`src/sv/sequencer_note_timing_macros.svh`:
```
// Assertion helpers for the note timing block
`ifndef SEQUENCER_NOTE_TIMING_MACROS_SVH
`define SEQUENCER_NOTE_TIMING_MACROS_SVH

// same-cycle implication, disabled while in reset
`define SNT_ASSERT_IMPL(lbl, ante, cons) \
  lbl: assert property (@(posedge clk_i) disable iff (!rst_ni) (ante) |-> (cons)) \
    else $error("assertion failed");

// next-cycle implication, disabled while in reset
`define SNT_ASSERT_NEXT(lbl, ante, cons) \
  lbl: assert property (@(posedge clk_i) disable iff (!rst_ni) (ante) |=> (cons)) \
    else $error("assertion failed");

`endif

```
`src/sv/snt_pkg.sv`:
```
`default_nettype none
package snt_pkg;

  localparam int unsigned DistW       = 9;   // |source - previous key| fits 9 bits
  localparam int unsigned FracBits    = 12;  // times 4096
  localparam int unsigned DvdW        = DistW + FracBits;
  localparam int unsigned DivRadix    = 3;   // quotient bits per cycle
  localparam int unsigned DivCycles   = DvdW / DivRadix;
  localparam int unsigned DivCntW     = $clog2(DivCycles);

  typedef enum logic [3:0] {
    OP_NOTE      = 4'd0,
    OP_REST      = 4'd1,
    OP_GATE      = 4'd2,
    OP_ATTR      = 4'd3,
    OP_TRIPLET   = 4'd4,
    OP_SLUR      = 4'd5,
    OP_DOTTED    = 4'd6,
    OP_OCT_UP    = 4'd7,
    OP_OCTAVE    = 4'd8,
    OP_PORTA     = 4'd9
  } op_e;

  typedef enum logic [2:0] {
    KIND_NOTE   = 3'd0,
    KIND_REST   = 3'd1,
    KIND_TIME   = 3'd2,
    KIND_SRC    = 3'd3,
    KIND_LEGATO = 3'd4
  } kind_e;

  typedef enum logic [0:0] {
    CFG_GLOBAL_TRANSPOSE = 1'b0,
    CFG_TRACK_TRANSPOSE  = 1'b1
  } cfg_idx_e;

  typedef enum logic [2:0] {
    ST_IDLE,
    ST_EXEC,
    ST_DIV,
    ST_GLIDE,
    ST_SRC,
    ST_MAIN
  } state_e;

  typedef enum logic [1:0] {
    SEL_TIME,
    SEL_SRC,
    SEL_MAIN
  } sel_e;

  typedef struct packed {
    logic load;
    logic exec;
    logic div_step;
    logic emit;
    sel_e sel;
  } cmd_t;

  typedef struct packed {
    logic porta;     // valid during exec
    logic has_main;  // valid during exec
    logic time_new;  // valid after the divider finishes
  } status_t;

endpackage
`default_nettype wire

```
`src/sv/sequencer_note_timing.sv`:
```
// A request is loaded, executed, then its result is registered; a portamento
// note first runs the divider (3 quotient bits per cycle, 21-bit dividend),
// then gives a glide time result (only if the glide time changed) and a source
// result before the main one, one per cycle while the output is not stalled.
// A request may give no result; a new one is taken only once the last is done.
// Reset: async active low; clears track state, transposes and output valid, no previous key.
`default_nettype none
module sequencer_note_timing (
  input  wire logic        clk_i,
  input  wire logic        rst_ni,
  input  wire logic        in_valid_i,
  output logic             in_ready_o,
  input  wire logic [3:0]  operation_i,
  input  wire logic [7:0]  note_key_i,
  input  wire logic [7:0]  raw_length_i,
  input  wire logic [7:0]  arg_byte_i,
  output logic             out_valid_o,
  input  wire logic        out_ready_i,
  output logic [2:0]       event_kind_o,
  output logic [6:0]       out_key_o,
  output logic             flag_o,
  output logic [7:0]       sounding_ticks_o,
  output logic [7:0]       advance_ticks_o,
  output logic [15:0]      glide_time_o,
  output logic             last_o,
  input  wire logic        cfg_we_i,
  input  wire logic        cfg_idx_i,
  input  wire logic [7:0]  cfg_data_i
);
  import snt_pkg::*;

  cmd_t    cmd;
  status_t status;

  snt_ctrl u_ctrl (
    .clk_i       (clk_i),
    .rst_ni      (rst_ni),
    .in_valid_i  (in_valid_i),
    .in_ready_o  (in_ready_o),
    .out_valid_o (out_valid_o),
    .out_ready_i (out_ready_i),
    .status_i    (status),
    .cmd_o       (cmd)
  );

  snt_dp u_dp (
    .clk_i            (clk_i),
    .rst_ni           (rst_ni),
    .cmd_i            (cmd),
    .status_o         (status),
    .cfg_we_i         (cfg_we_i),
    .cfg_idx_i        (cfg_idx_i),
    .cfg_data_i       (cfg_data_i),
    .operation_i      (operation_i),
    .note_key_i       (note_key_i),
    .raw_length_i     (raw_length_i),
    .arg_byte_i       (arg_byte_i),
    .event_kind_o     (event_kind_o),
    .out_key_o        (out_key_o),
    .flag_o           (flag_o),
    .sounding_ticks_o (sounding_ticks_o),
    .advance_ticks_o  (advance_ticks_o),
    .glide_time_o     (glide_time_o),
    .last_o           (last_o)
  );

`include "sequencer_note_timing_macros.svh"

  // one request in flight at a time
  `SNT_ASSERT_NEXT(a_one_request, in_valid_i && in_ready_o, !in_ready_o)
  // only portamento results precede the last result of a request
  `SNT_ASSERT_IMPL(a_nonlast_kind, out_valid_o && !last_o,
                   event_kind_o == KIND_TIME || event_kind_o == KIND_SRC)
  // a note always sounds
  `SNT_ASSERT_IMPL(a_note_sounds, out_valid_o && event_kind_o == KIND_NOTE,
                   sounding_ticks_o != 8'd0)

endmodule
`default_nettype wire

```
`src/sv/snt_ctrl.sv`:
```
`default_nettype none
module snt_ctrl (
  input  wire logic            clk_i,
  input  wire logic            rst_ni,
  input  wire logic            in_valid_i,
  output logic                 in_ready_o,
  output logic                 out_valid_o,
  input  wire logic            out_ready_i,
  input  wire snt_pkg::status_t status_i,
  output snt_pkg::cmd_t        cmd_o
);
  import snt_pkg::*;

  state_e             state_q, state_d;
  logic [DivCntW-1:0] div_cnt_q, div_cnt_d;
  logic               out_valid_q, out_valid_d;
  logic               slot_free;

  assign slot_free = !out_valid_q || out_ready_i;

  always_ff @(posedge clk_i or negedge rst_ni) begin
    if (!rst_ni) begin
      state_q     <= ST_IDLE;
      div_cnt_q   <= '0;
      out_valid_q <= 1'b0;
    end else begin
      state_q     <= state_d;
      div_cnt_q   <= div_cnt_d;
      out_valid_q <= out_valid_d;
    end
  end

  always_comb begin
    state_d    = state_q;
    div_cnt_d  = div_cnt_q;
    cmd_o      = '0;
    cmd_o.sel  = SEL_MAIN;
    in_ready_o = 1'b0;
    unique case (state_q)
      ST_IDLE: begin
        in_ready_o = 1'b1;
        if (in_valid_i) begin
          cmd_o.load = 1'b1;
          state_d    = ST_EXEC;
        end
      end
      ST_EXEC: begin
        cmd_o.exec = 1'b1;
        div_cnt_d  = '0;
        if (status_i.porta) begin
          state_d = ST_DIV;
        end else if (status_i.has_main) begin
          state_d = ST_MAIN;
        end else begin
          state_d = ST_IDLE;
        end
      end
      ST_DIV: begin
        cmd_o.div_step = 1'b1;
        div_cnt_d      = div_cnt_q + DivCntW'(1);
        if (div_cnt_q == DivCntW'(DivCycles - 1)) begin
          state_d = ST_GLIDE;
        end
      end
      ST_GLIDE: begin
        if (!status_i.time_new) begin
          state_d = ST_SRC;
        end else if (slot_free) begin
          cmd_o.emit = 1'b1;
          cmd_o.sel  = SEL_TIME;
          state_d    = ST_SRC;
        end
      end
      ST_SRC: begin
        if (slot_free) begin
          cmd_o.emit = 1'b1;
          cmd_o.sel  = SEL_SRC;
          state_d    = ST_MAIN;
        end
      end
      ST_MAIN: begin
        if (slot_free) begin
          cmd_o.emit = 1'b1;
          cmd_o.sel  = SEL_MAIN;
          state_d    = ST_IDLE;
        end
      end
      default: state_d = ST_IDLE;
    endcase
  end

  always_comb begin
    if (cmd_o.emit) begin
      out_valid_d = 1'b1;
    end else if (out_ready_i) begin
      out_valid_d = 1'b0;
    end else begin
      out_valid_d = out_valid_q;
    end
  end

  assign out_valid_o = out_valid_q;

endmodule
`default_nettype wire

```
`src/sv/snt_dp.sv`:
```
`default_nettype none
module snt_dp (
  input  wire logic             clk_i,
  input  wire logic             rst_ni,
  input  wire snt_pkg::cmd_t    cmd_i,
  output snt_pkg::status_t      status_o,
  input  wire logic             cfg_we_i,
  input  wire logic             cfg_idx_i,
  input  wire logic [7:0]       cfg_data_i,
  input  wire logic [3:0]       operation_i,
  input  wire logic [7:0]       note_key_i,
  input  wire logic [7:0]       raw_length_i,
  input  wire logic [7:0]       arg_byte_i,
  output logic [2:0]            event_kind_o,
  output logic [6:0]            out_key_o,
  output logic                  flag_o,
  output logic [7:0]            sounding_ticks_o,
  output logic [7:0]            advance_ticks_o,
  output logic [15:0]           glide_time_o,
  output logic                  last_o
);
  import snt_pkg::*;

  // lengths per code: plain, after dotted, after triplet
  function automatic logic [7:0] timed_len(logic [7:0] code, logic dot, logic trip);
    logic [7:0] plain, dotl, tripl;
    plain = '0;
    dotl  = '0;
    tripl = '0;
    unique case (code[2:0])
      3'd1: begin plain = 8'd3;   dotl = 8'd0;   tripl = 8'd2;   end
      3'd2: begin plain = 8'd6;   dotl = 8'd9;   tripl = 8'd4;   end
      3'd3: begin plain = 8'd12;  dotl = 8'd18;  tripl = 8'd8;   end
      3'd4: begin plain = 8'd24;  dotl = 8'd36;  tripl = 8'd16;  end
      3'd5: begin plain = 8'd48;  dotl = 8'd72;  tripl = 8'd32;  end
      3'd6: begin plain = 8'd96;  dotl = 8'd144; tripl = 8'd64;  end
      3'd7: begin plain = 8'd192; dotl = 8'd0;   tripl = 8'd128; end
      default: begin plain = 8'd0; dotl = 8'd0;  tripl = 8'd0;   end
    endcase
    if (code[7:3] != 5'd0) begin
      plain = '0;
      dotl  = '0;
      tripl = '0;
    end
    if (dot) begin
      return dotl;
    end else if (trip) begin
      return tripl;
    end
    return plain;
  endfunction

  function automatic logic [6:0] clamp_key(logic signed [10:0] k);
    if (k[10]) begin
      return 7'd0;
    end else if (k[9:7] != 3'd0) begin
      return 7'd127;
    end
    return k[6:0];
  endfunction

  // input request
  logic [3:0] op_q;
  logic [7:0] key_q, len_code_q, arg_q;

  // track state
  logic              dotted_q, dotted_d;
  logic              triplet_q, triplet_d;
  logic              slurred_q, slurred_d;
  logic              oct_up_q, oct_up_d;
  logic [2:0]        octave_q, octave_d;
  logic [7:0]        gate_rate_q, gate_rate_d;
  logic signed [9:0] prev_key_q, prev_key_d;
  logic              prev_slur_q, prev_slur_d;
  logic              rested_q, rested_d;
  logic [7:0]        glide_step_q, glide_step_d;
  logic [15:0]       prev_glide_q;
  logic [7:0]        gt_q, tt_q;

  // results computed during exec
  logic [2:0] main_kind_q, main_kind;
  logic [6:0] main_key_q, main_key;
  logic       main_flag_q, main_flag;
  logic [7:0] main_snd_q, main_snd;
  logic [7:0] main_adv_q, main_adv;
  logic [6:0] src_key_q;

  // divider
  logic [DvdW-1:0] dvd_q, dvd_d;
  logic [7:0]      rem_q, rem_d;
  logic [15:0]     glide_sat;

  // note arithmetic
  logic [7:0]         len;
  logic [15:0]        prod, gate, gate_rnd;
  logic [7:0]         snd_base;
  logic signed [9:0]  src;
  logic signed [10:0] key_sum, pk_sum, diff, adiff;
  logic               ext, porta;
  logic [DistW-1:0]   span;

  always_ff @(posedge clk_i) begin
    if (cmd_i.load) begin
      op_q       <= operation_i;
      key_q      <= note_key_i;
      len_code_q <= raw_length_i;
      arg_q      <= arg_byte_i;
    end
    if (cmd_i.exec) begin
      main_kind_q <= main_kind;
      main_key_q  <= main_key;
      main_flag_q <= main_flag;
      main_snd_q  <= main_snd;
      main_adv_q  <= main_adv;
      src_key_q   <= clamp_key(pk_sum);
    end
    if (cmd_i.exec || cmd_i.div_step) begin
      dvd_q <= dvd_d;
      rem_q <= rem_d;
    end
  end

  always_ff @(posedge clk_i or negedge rst_ni) begin
    if (!rst_ni) begin
      dotted_q     <= 1'b0;
      triplet_q    <= 1'b0;
      slurred_q    <= 1'b0;
      oct_up_q     <= 1'b0;
      octave_q     <= '0;
      gate_rate_q  <= '0;
      prev_key_q   <= '1;
      prev_slur_q  <= 1'b0;
      rested_q     <= 1'b0;
      glide_step_q <= '0;
      prev_glide_q <= '0;
      gt_q         <= '0;
      tt_q         <= '0;
    end else begin
      if (cmd_i.exec) begin
        dotted_q     <= dotted_d;
        triplet_q    <= triplet_d;
        slurred_q    <= slurred_d;
        oct_up_q     <= oct_up_d;
        octave_q     <= octave_d;
        gate_rate_q  <= gate_rate_d;
        prev_key_q   <= prev_key_d;
        prev_slur_q  <= prev_slur_d;
        rested_q     <= rested_d;
        glide_step_q <= glide_step_d;
      end
      if (cmd_i.emit && cmd_i.sel == SEL_TIME) begin
        prev_glide_q <= glide_sat;
      end
      if (cfg_we_i) begin
        unique case (cfg_idx_i)
          CFG_GLOBAL_TRANSPOSE: gt_q <= cfg_data_i;
          CFG_TRACK_TRANSPOSE:  tt_q <= cfg_data_i;
          default: ;
        endcase
      end
    end
  end

  // note arithmetic from the registered request
  always_comb begin
    len      = timed_len(len_code_q, dotted_q, triplet_q);
    prod     = 16'(len) * 16'(gate_rate_q);
    gate     = (slurred_q || prod == 16'd0) ? {len, 8'h00} : prod;
    gate_rnd = gate + 16'd128;
    snd_base = (gate_rnd[15:8] == 8'd0) ? 8'd1 : gate_rnd[15:8];
    src      = signed'(10'(key_q) - 10'd1 + 10'(octave_q) * 10'd12
                       + (oct_up_q ? 10'd24 : 10'd0));
    key_sum  = {src[9], src} + {{3{gt_q[7]}}, gt_q} + {{3{tt_q[7]}}, tt_q};
    pk_sum   = {prev_key_q[9], prev_key_q} + {{3{gt_q[7]}}, gt_q};
    ext      = prev_slur_q && (src == prev_key_q) && !rested_q;
    porta    = !ext && (glide_step_q != 8'd0) && !prev_key_q[9];
    diff     = {src[9], src} - {prev_key_q[9], prev_key_q};
    adiff    = diff[10] ? -diff : diff;
    span     = adiff[DistW-1:0];
  end

  // state update and main result
  always_comb begin
    dotted_d     = dotted_q;
    triplet_d    = triplet_q;
    slurred_d    = slurred_q;
    oct_up_d     = oct_up_q;
    octave_d     = octave_q;
    gate_rate_d  = gate_rate_q;
    prev_key_d   = prev_key_q;
    prev_slur_d  = prev_slur_q;
    rested_d     = rested_q;
    glide_step_d = glide_step_q;
    main_kind    = KIND_LEGATO;
    main_key     = '0;
    main_flag    = 1'b0;
    main_snd     = '0;
    main_adv     = '0;
    status_o.has_main = 1'b0;
    status_o.porta    = 1'b0;
    status_o.time_new = (glide_sat != prev_glide_q);
    unique case (op_q)
      OP_NOTE: begin
        dotted_d    = 1'b0;
        prev_slur_d = slurred_q;
        if (!ext) begin
          prev_key_d = src;
          rested_d   = 1'b0;
        end
        main_kind         = KIND_NOTE;
        main_key          = clamp_key(key_sum);
        main_flag         = ext;
        main_snd          = snd_base + 8'((!ext && slurred_q) ? 1 : 0);
        main_adv          = len;
        status_o.has_main = 1'b1;
        status_o.porta    = porta;
      end
      OP_REST: begin
        dotted_d          = 1'b0;
        rested_d          = 1'b1;
        main_kind         = KIND_REST;
        main_adv          = len;
        status_o.has_main = 1'b1;
      end
      OP_GATE: gate_rate_d = arg_q;
      OP_ATTR: begin
        octave_d          = octave_q | arg_q[2:0];
        dotted_d          = dotted_q | arg_q[4];
        oct_up_d          = arg_q[3];
        triplet_d         = arg_q[5];
        slurred_d         = arg_q[6];
        main_flag         = arg_q[6];
        status_o.has_main = (arg_q[6] != slurred_q);
      end
      OP_TRIPLET: triplet_d = !triplet_q;
      OP_SLUR: begin
        slurred_d         = !slurred_q;
        main_flag         = !slurred_q;
        status_o.has_main = 1'b1;
      end
      OP_DOTTED:  dotted_d     = 1'b1;
      OP_OCT_UP:  oct_up_d     = !oct_up_q;
      OP_OCTAVE:  octave_d     = arg_q[2:0];
      OP_PORTA:   glide_step_d = {arg_q[6:0], 1'b0};
      default: ;
    endcase
  end

  // restoring divider, DivRadix quotient bits per step; quotient shifts into dvd
  always_comb begin
    logic [8:0] trial;
    trial = '0;
    dvd_d = dvd_q;
    rem_d = rem_q;
    if (cmd_i.exec) begin
      dvd_d = {span, FracBits'(0)};
      rem_d = '0;
    end else begin
      for (int i = 0; i < DivRadix; i++) begin
        trial = {rem_d, dvd_d[DvdW-1]};
        dvd_d = {dvd_d[DvdW-2:0], 1'b0};
        if (trial >= {1'b0, glide_step_q}) begin
          rem_d    = 8'(trial - {1'b0, glide_step_q});
          dvd_d[0] = 1'b1;
        end else begin
          rem_d = trial[7:0];
        end
      end
    end
  end

  assign glide_sat = (dvd_q[DvdW-1:16] != '0) ? 16'hFFFF : dvd_q[15:0];

  // output register
  always_ff @(posedge clk_i) begin
    if (cmd_i.emit) begin
      unique case (cmd_i.sel)
        SEL_TIME: begin
          event_kind_o     <= KIND_TIME;
          out_key_o        <= '0;
          flag_o           <= 1'b0;
          sounding_ticks_o <= '0;
          advance_ticks_o  <= '0;
          glide_time_o     <= glide_sat;
          last_o           <= 1'b0;
        end
        SEL_SRC: begin
          event_kind_o     <= KIND_SRC;
          out_key_o        <= src_key_q;
          flag_o           <= 1'b0;
          sounding_ticks_o <= '0;
          advance_ticks_o  <= '0;
          glide_time_o     <= '0;
          last_o           <= 1'b0;
        end
        default: begin
          event_kind_o     <= main_kind_q;
          out_key_o        <= main_key_q;
          flag_o           <= main_flag_q;
          sounding_ticks_o <= main_snd_q;
          advance_ticks_o  <= main_adv_q;
          glide_time_o     <= '0;
          last_o           <= 1'b1;
        end
      endcase
    end
  end

endmodule
`default_nettype wire
```
`config.mk`:
```
export PLATFORM = sky130hd
export DESIGN_NAME = sequencer_note_timing
export DESIGN_NICKNAME = d
export VERILOG_FILES = /design/src/sv/snt_pkg.sv /design/src/sv/sequencer_note_timing.sv /design/src/sv/snt_ctrl.sv /design/src/sv/snt_dp.sv
export VERILOG_INCLUDE_DIRS = /design/src /design/src/sv
export SDC_FILE = /design/constraint.sdc
export NUM_CORES = 1
export LEC_CHECK = 0
export BUFFER_PORTS_ARGS = -buffer_cell sky130_fd_sc_hd__clkbuf_2
export CAP_MARGIN = 20
export CORE_MARGIN = 2
export CORE_UTILIZATION = 45
export DETAILED_ROUTE_END_ITERATION = 16
export SYNTH_ARGS = -nofsm -noshare
export SYNTH_HDL_FRONTEND = slang
export SYNTH_SLANG_ARGS = --single-unit
```
`constraint.sdc`:
```
create_clock -name clk_i -period 10.5 [get_ports clk_i]
set_input_delay 2.625 -clock clk_i [delete_from_list [all_inputs] [get_ports clk_i]]
set_output_delay 2.625 -clock clk_i [all_outputs]
set_load 0.02 [all_outputs]
```
==> results.txt <==
Post-CTS timing repair inserted 0 buffers for setup. The final wirelength was 30900 um; the maximum fanout encountered on the critical timing path was 12. For the final hold violation count, the log shows 0. The layer with the highest usage after global routing was met2. Across all setup checks in the final design, the least slack found is 1.09 ns.

The repair_antennas step left the layout with diodes totalling 0. For the upper clock frequency limit, the log shows 106 MHz. The kind of end point of the critical path was a flip-flop. After floorplanning, the core was sized to cover 31300 um^2. In this run the horizontal extent of the chip is 182 um. The number of cells in the design after placement came out at 1846. The number of max-slew violations in the final report is 0. The worst hold path belongs to the class flip-flop to flip-flop. The flow ran to the end, and the final reports show no timing, DRC or antenna violations. Compared with the post-synthesis result, the final layout area differs by 12.1%. Count of non-filler cells in the finished layout: 1897. Cells fill 50.9% of the core in the end. The via count was 10.1k; the I/O pin count was 88.

The clock drives 207 sinks. After technology mapping, the gate count stands at 1392. Buffers inserted to repair hold after CTS numbered 0. The number of nets in the synthesized netlist is 1593. Global routing used 3.03% of the available met3 tracks. The number of H-tree levels was 1.

The number of clock buffers added by TritonCTS is 26. Setup repair after global routing left no endpoint under its margin. At the end of routability-driven placement, the weighted congestion stood at 0.863.

Between clock sinks in the finished design, the worst skew comes to 0.0202 ns. The ratio of final minimum period to clock period was 89.6%. The logs give 9674 for the via count of the first global-routing pass and 45.4% for the starting utilization of the core area.

Cell seen most often among critical-path stages: sky130_fd_sc_hd__fa_1. STA classifies the critical path startpoint as a flip-flop. The relative max-transition margin was 30.8%. At the later pin of the worst-skew pair, clock insertion delay measures 0.53 ns. In this run the cell area of the synthesized design comes to 14200 um^2.

Max-cap violations in this run came to 0. The violation count after the first detailed-routing iteration came out at 531. Die outline height: 182 um. TritonCTS built the clock tree. The most used flip-flop cell after synthesis is sky130_fd_sc_hd__edfxtp_1. Leaving out fill and tap cells, the most frequent cell in the layout is sky130_fd_sc_hd__inv_1. The routed wirelength normalized by instance count is 16.3 um, and the count of yosys warnings during synthesis is 0. The number of antenna violations at the first check in global routing is 0. For this design, the slowest cell found on the critical path is sky130_fd_sc_hd__a21oi_1.

Global routing consumed, over all layers together, 18.9% of the routing resources. For this run, design rule violations remaining after detail routing come to 0. For this run the aggregate overflow at the end of global routing stands at 0.

For this run, global-route usage on met1 was measured as 27.2%. Average cell area after synthesis: 10.2 um^2. The die covers 33000 um^2. The proportion of register bits with asynchronous set or reset after synthesis was 35.3%; the register area share after synthesis was 41.2%. The first global-routing pass estimated 50300 um of wire. The average vias per placed instance is 5.33. Entering global routing, the biggest net connects 56 pins.

The run gives 23900 um as the estimated wirelength of the detail-placed design. In this run the remaining antenna-violating nets after routing total 0. Cells with a size suffix above 1 make up 14.2% of the layout. Counting along the longest clock path gives a buffer depth of 3. The synthesized design contains 207 register bits. The clock transition at the registers of the reported paths was 0.05 ns; the slew at the pin closest to its max-slew limit was 1.04 ns. Buffers placed on the I/O ports in this run total 87. At the end of the flow, the number of nets in the layout was 1676.

The worst slack after detailed placement is 0.992 ns, and the number of placement rows is 65. The logs give 9.66 ns for the arrival time at the worst endpoint and 10.75 ns for the critical path data required time. Aggregate negative setup slack: 0 ns. The critical path is of the flip-flop to flip-flop type. The root buffer cell chosen for the clock tree is sky130_fd_sc_hd__clkbuf_16.

The number of distinct library cells after synthesis is 77, and the first-pass iteration count of the detailed router is 4. The number of endpoints failing setup at the final stage came out at 0. The highest cell delay on the worst timing path was 0.87 ns; the met2 track utilization from global routing was 30.6%. In the layout the commonest cells are sky130_fd_sc_hd__inv_1 (159), sky130_fd_sc_hd__edfxtp_1 (134), sky130_fd_sc_hd__nand2_1 (107). Counting I/O delays and the setup requirement, the final critical path takes 9.41 ns. The number of gates resized after CTS was 0. The count of flip-flops with a built-in enable after synthesis was 134.
## through the flow
step	cell area [um^2]	hold slack, ns
floorplan	14200	0.450
global placement	15000	0.463
detailed placement	15000	0.470
CTS	15900	0.483
global route	15900	0.489
finish	15900	0.479
## registers in the layout (all words and copies together), names as in the netlist, 10 cells and up
name / flops
u_dp.dvd_q: 21
u_dp.glide_time_o: 16
u_dp.prev_glide_q: 16
u_dp.prev_key_q: 10
## cells by family after synthesis
family | synth area share (%)
compound gates | 12.6
xor+xnor | 4.99
fa+ha+maj | 17.0
buf+inv | 5.69
flops | 41.2
mux | 4.01
simple gates | 14.5
## layout make-up
class | instances | area, um^2
clock buffer | 30 | 676
clock inverter | 18 | 188
fill | 2846 | 15400
inverter | 161 | 604
multi-input combinational | 978 | 7560
sequential | 207 | 5860
tap | 402 | 503
timing repair buffer | 101 | 551
## synthesized netlist by cell type, drive strengths merged, types with 10 or more instances
cell,number,area [um^2]
dfstp,10,263
inv,159,597
xor2,35,307
mux2,40,450
xnor2,43,403
a21oi,70,362
mux2i,12,120
a31oi,10,62.6
a22o,15,131
and2,63,394
clkbuf,23,86.3
nand4,13,81.3
nor3,27,140
dfrtp,63,1580
nand2b,15,93.8
a21o,35,263
edfxtp,134,4020
nor2,104,390
nand2,107,402
fa,56,1120
ha,103,1290
nand3,21,105
nor4,18,113
nor2b,21,131
buf,23,119
a211oi,10,92.6
o21ai,69,349
## critical path: cells and delay by family (launching register included)
family	cells	cell delay [ns]
buffers and inverters	2	0.29
adders and majority gates	7	2.98
DFF	1	0.36
AOI/OAI and AO/OA	7	2.21
and+or+nand+nor	8	2.22
muxes	2	0.42
xor gates and xnor gates	3	0.65
## final timing paths
path,slack (ns),end,cells past startpoint,start
min,0.48,u_dp.gate_rate_q[7]$_DFFE_PN0P_,1,u_dp.arg_q[7]$_DFFE_PP_
max,1.09,u_dp.main_snd_q[6]$_SDFFCE_PN0P_,29,u_dp.len_code_q[4]$_DFFE_PP_
min in group asynchronous,1.96,u_dp.prev_glide_q[0]$_DFFE_PN0P_,1,rst_ni
max reg2reg,1.09,u_dp.main_snd_q[6]$_SDFFCE_PN0P_,29,u_dp.len_code_q[4]$_DFFE_PP_
min reg2reg,0.48,u_dp.gate_rate_q[7]$_DFFE_PN0P_,1,u_dp.arg_q[7]$_DFFE_PP_
max in group asynchronous,7.48,u_dp.gate_rate_q[7]$_DFFE_PN0P_,2,rst_ni
## per-layer routing
| metal | wire length [um] | up-vias |
|---|---|---|
| met1 | 14900 | 4839 |
| met4 | 420 | 0 |
| met5 | 0 | - |
| li1 | - | 5011 |
| met3 | 1560 | 32 |
| met2 | 14000 | 220 |
Power is left out: the tool's default activity adds up to more than one toggle a clock period on the data nets, which glitch-free logic cannot reach.
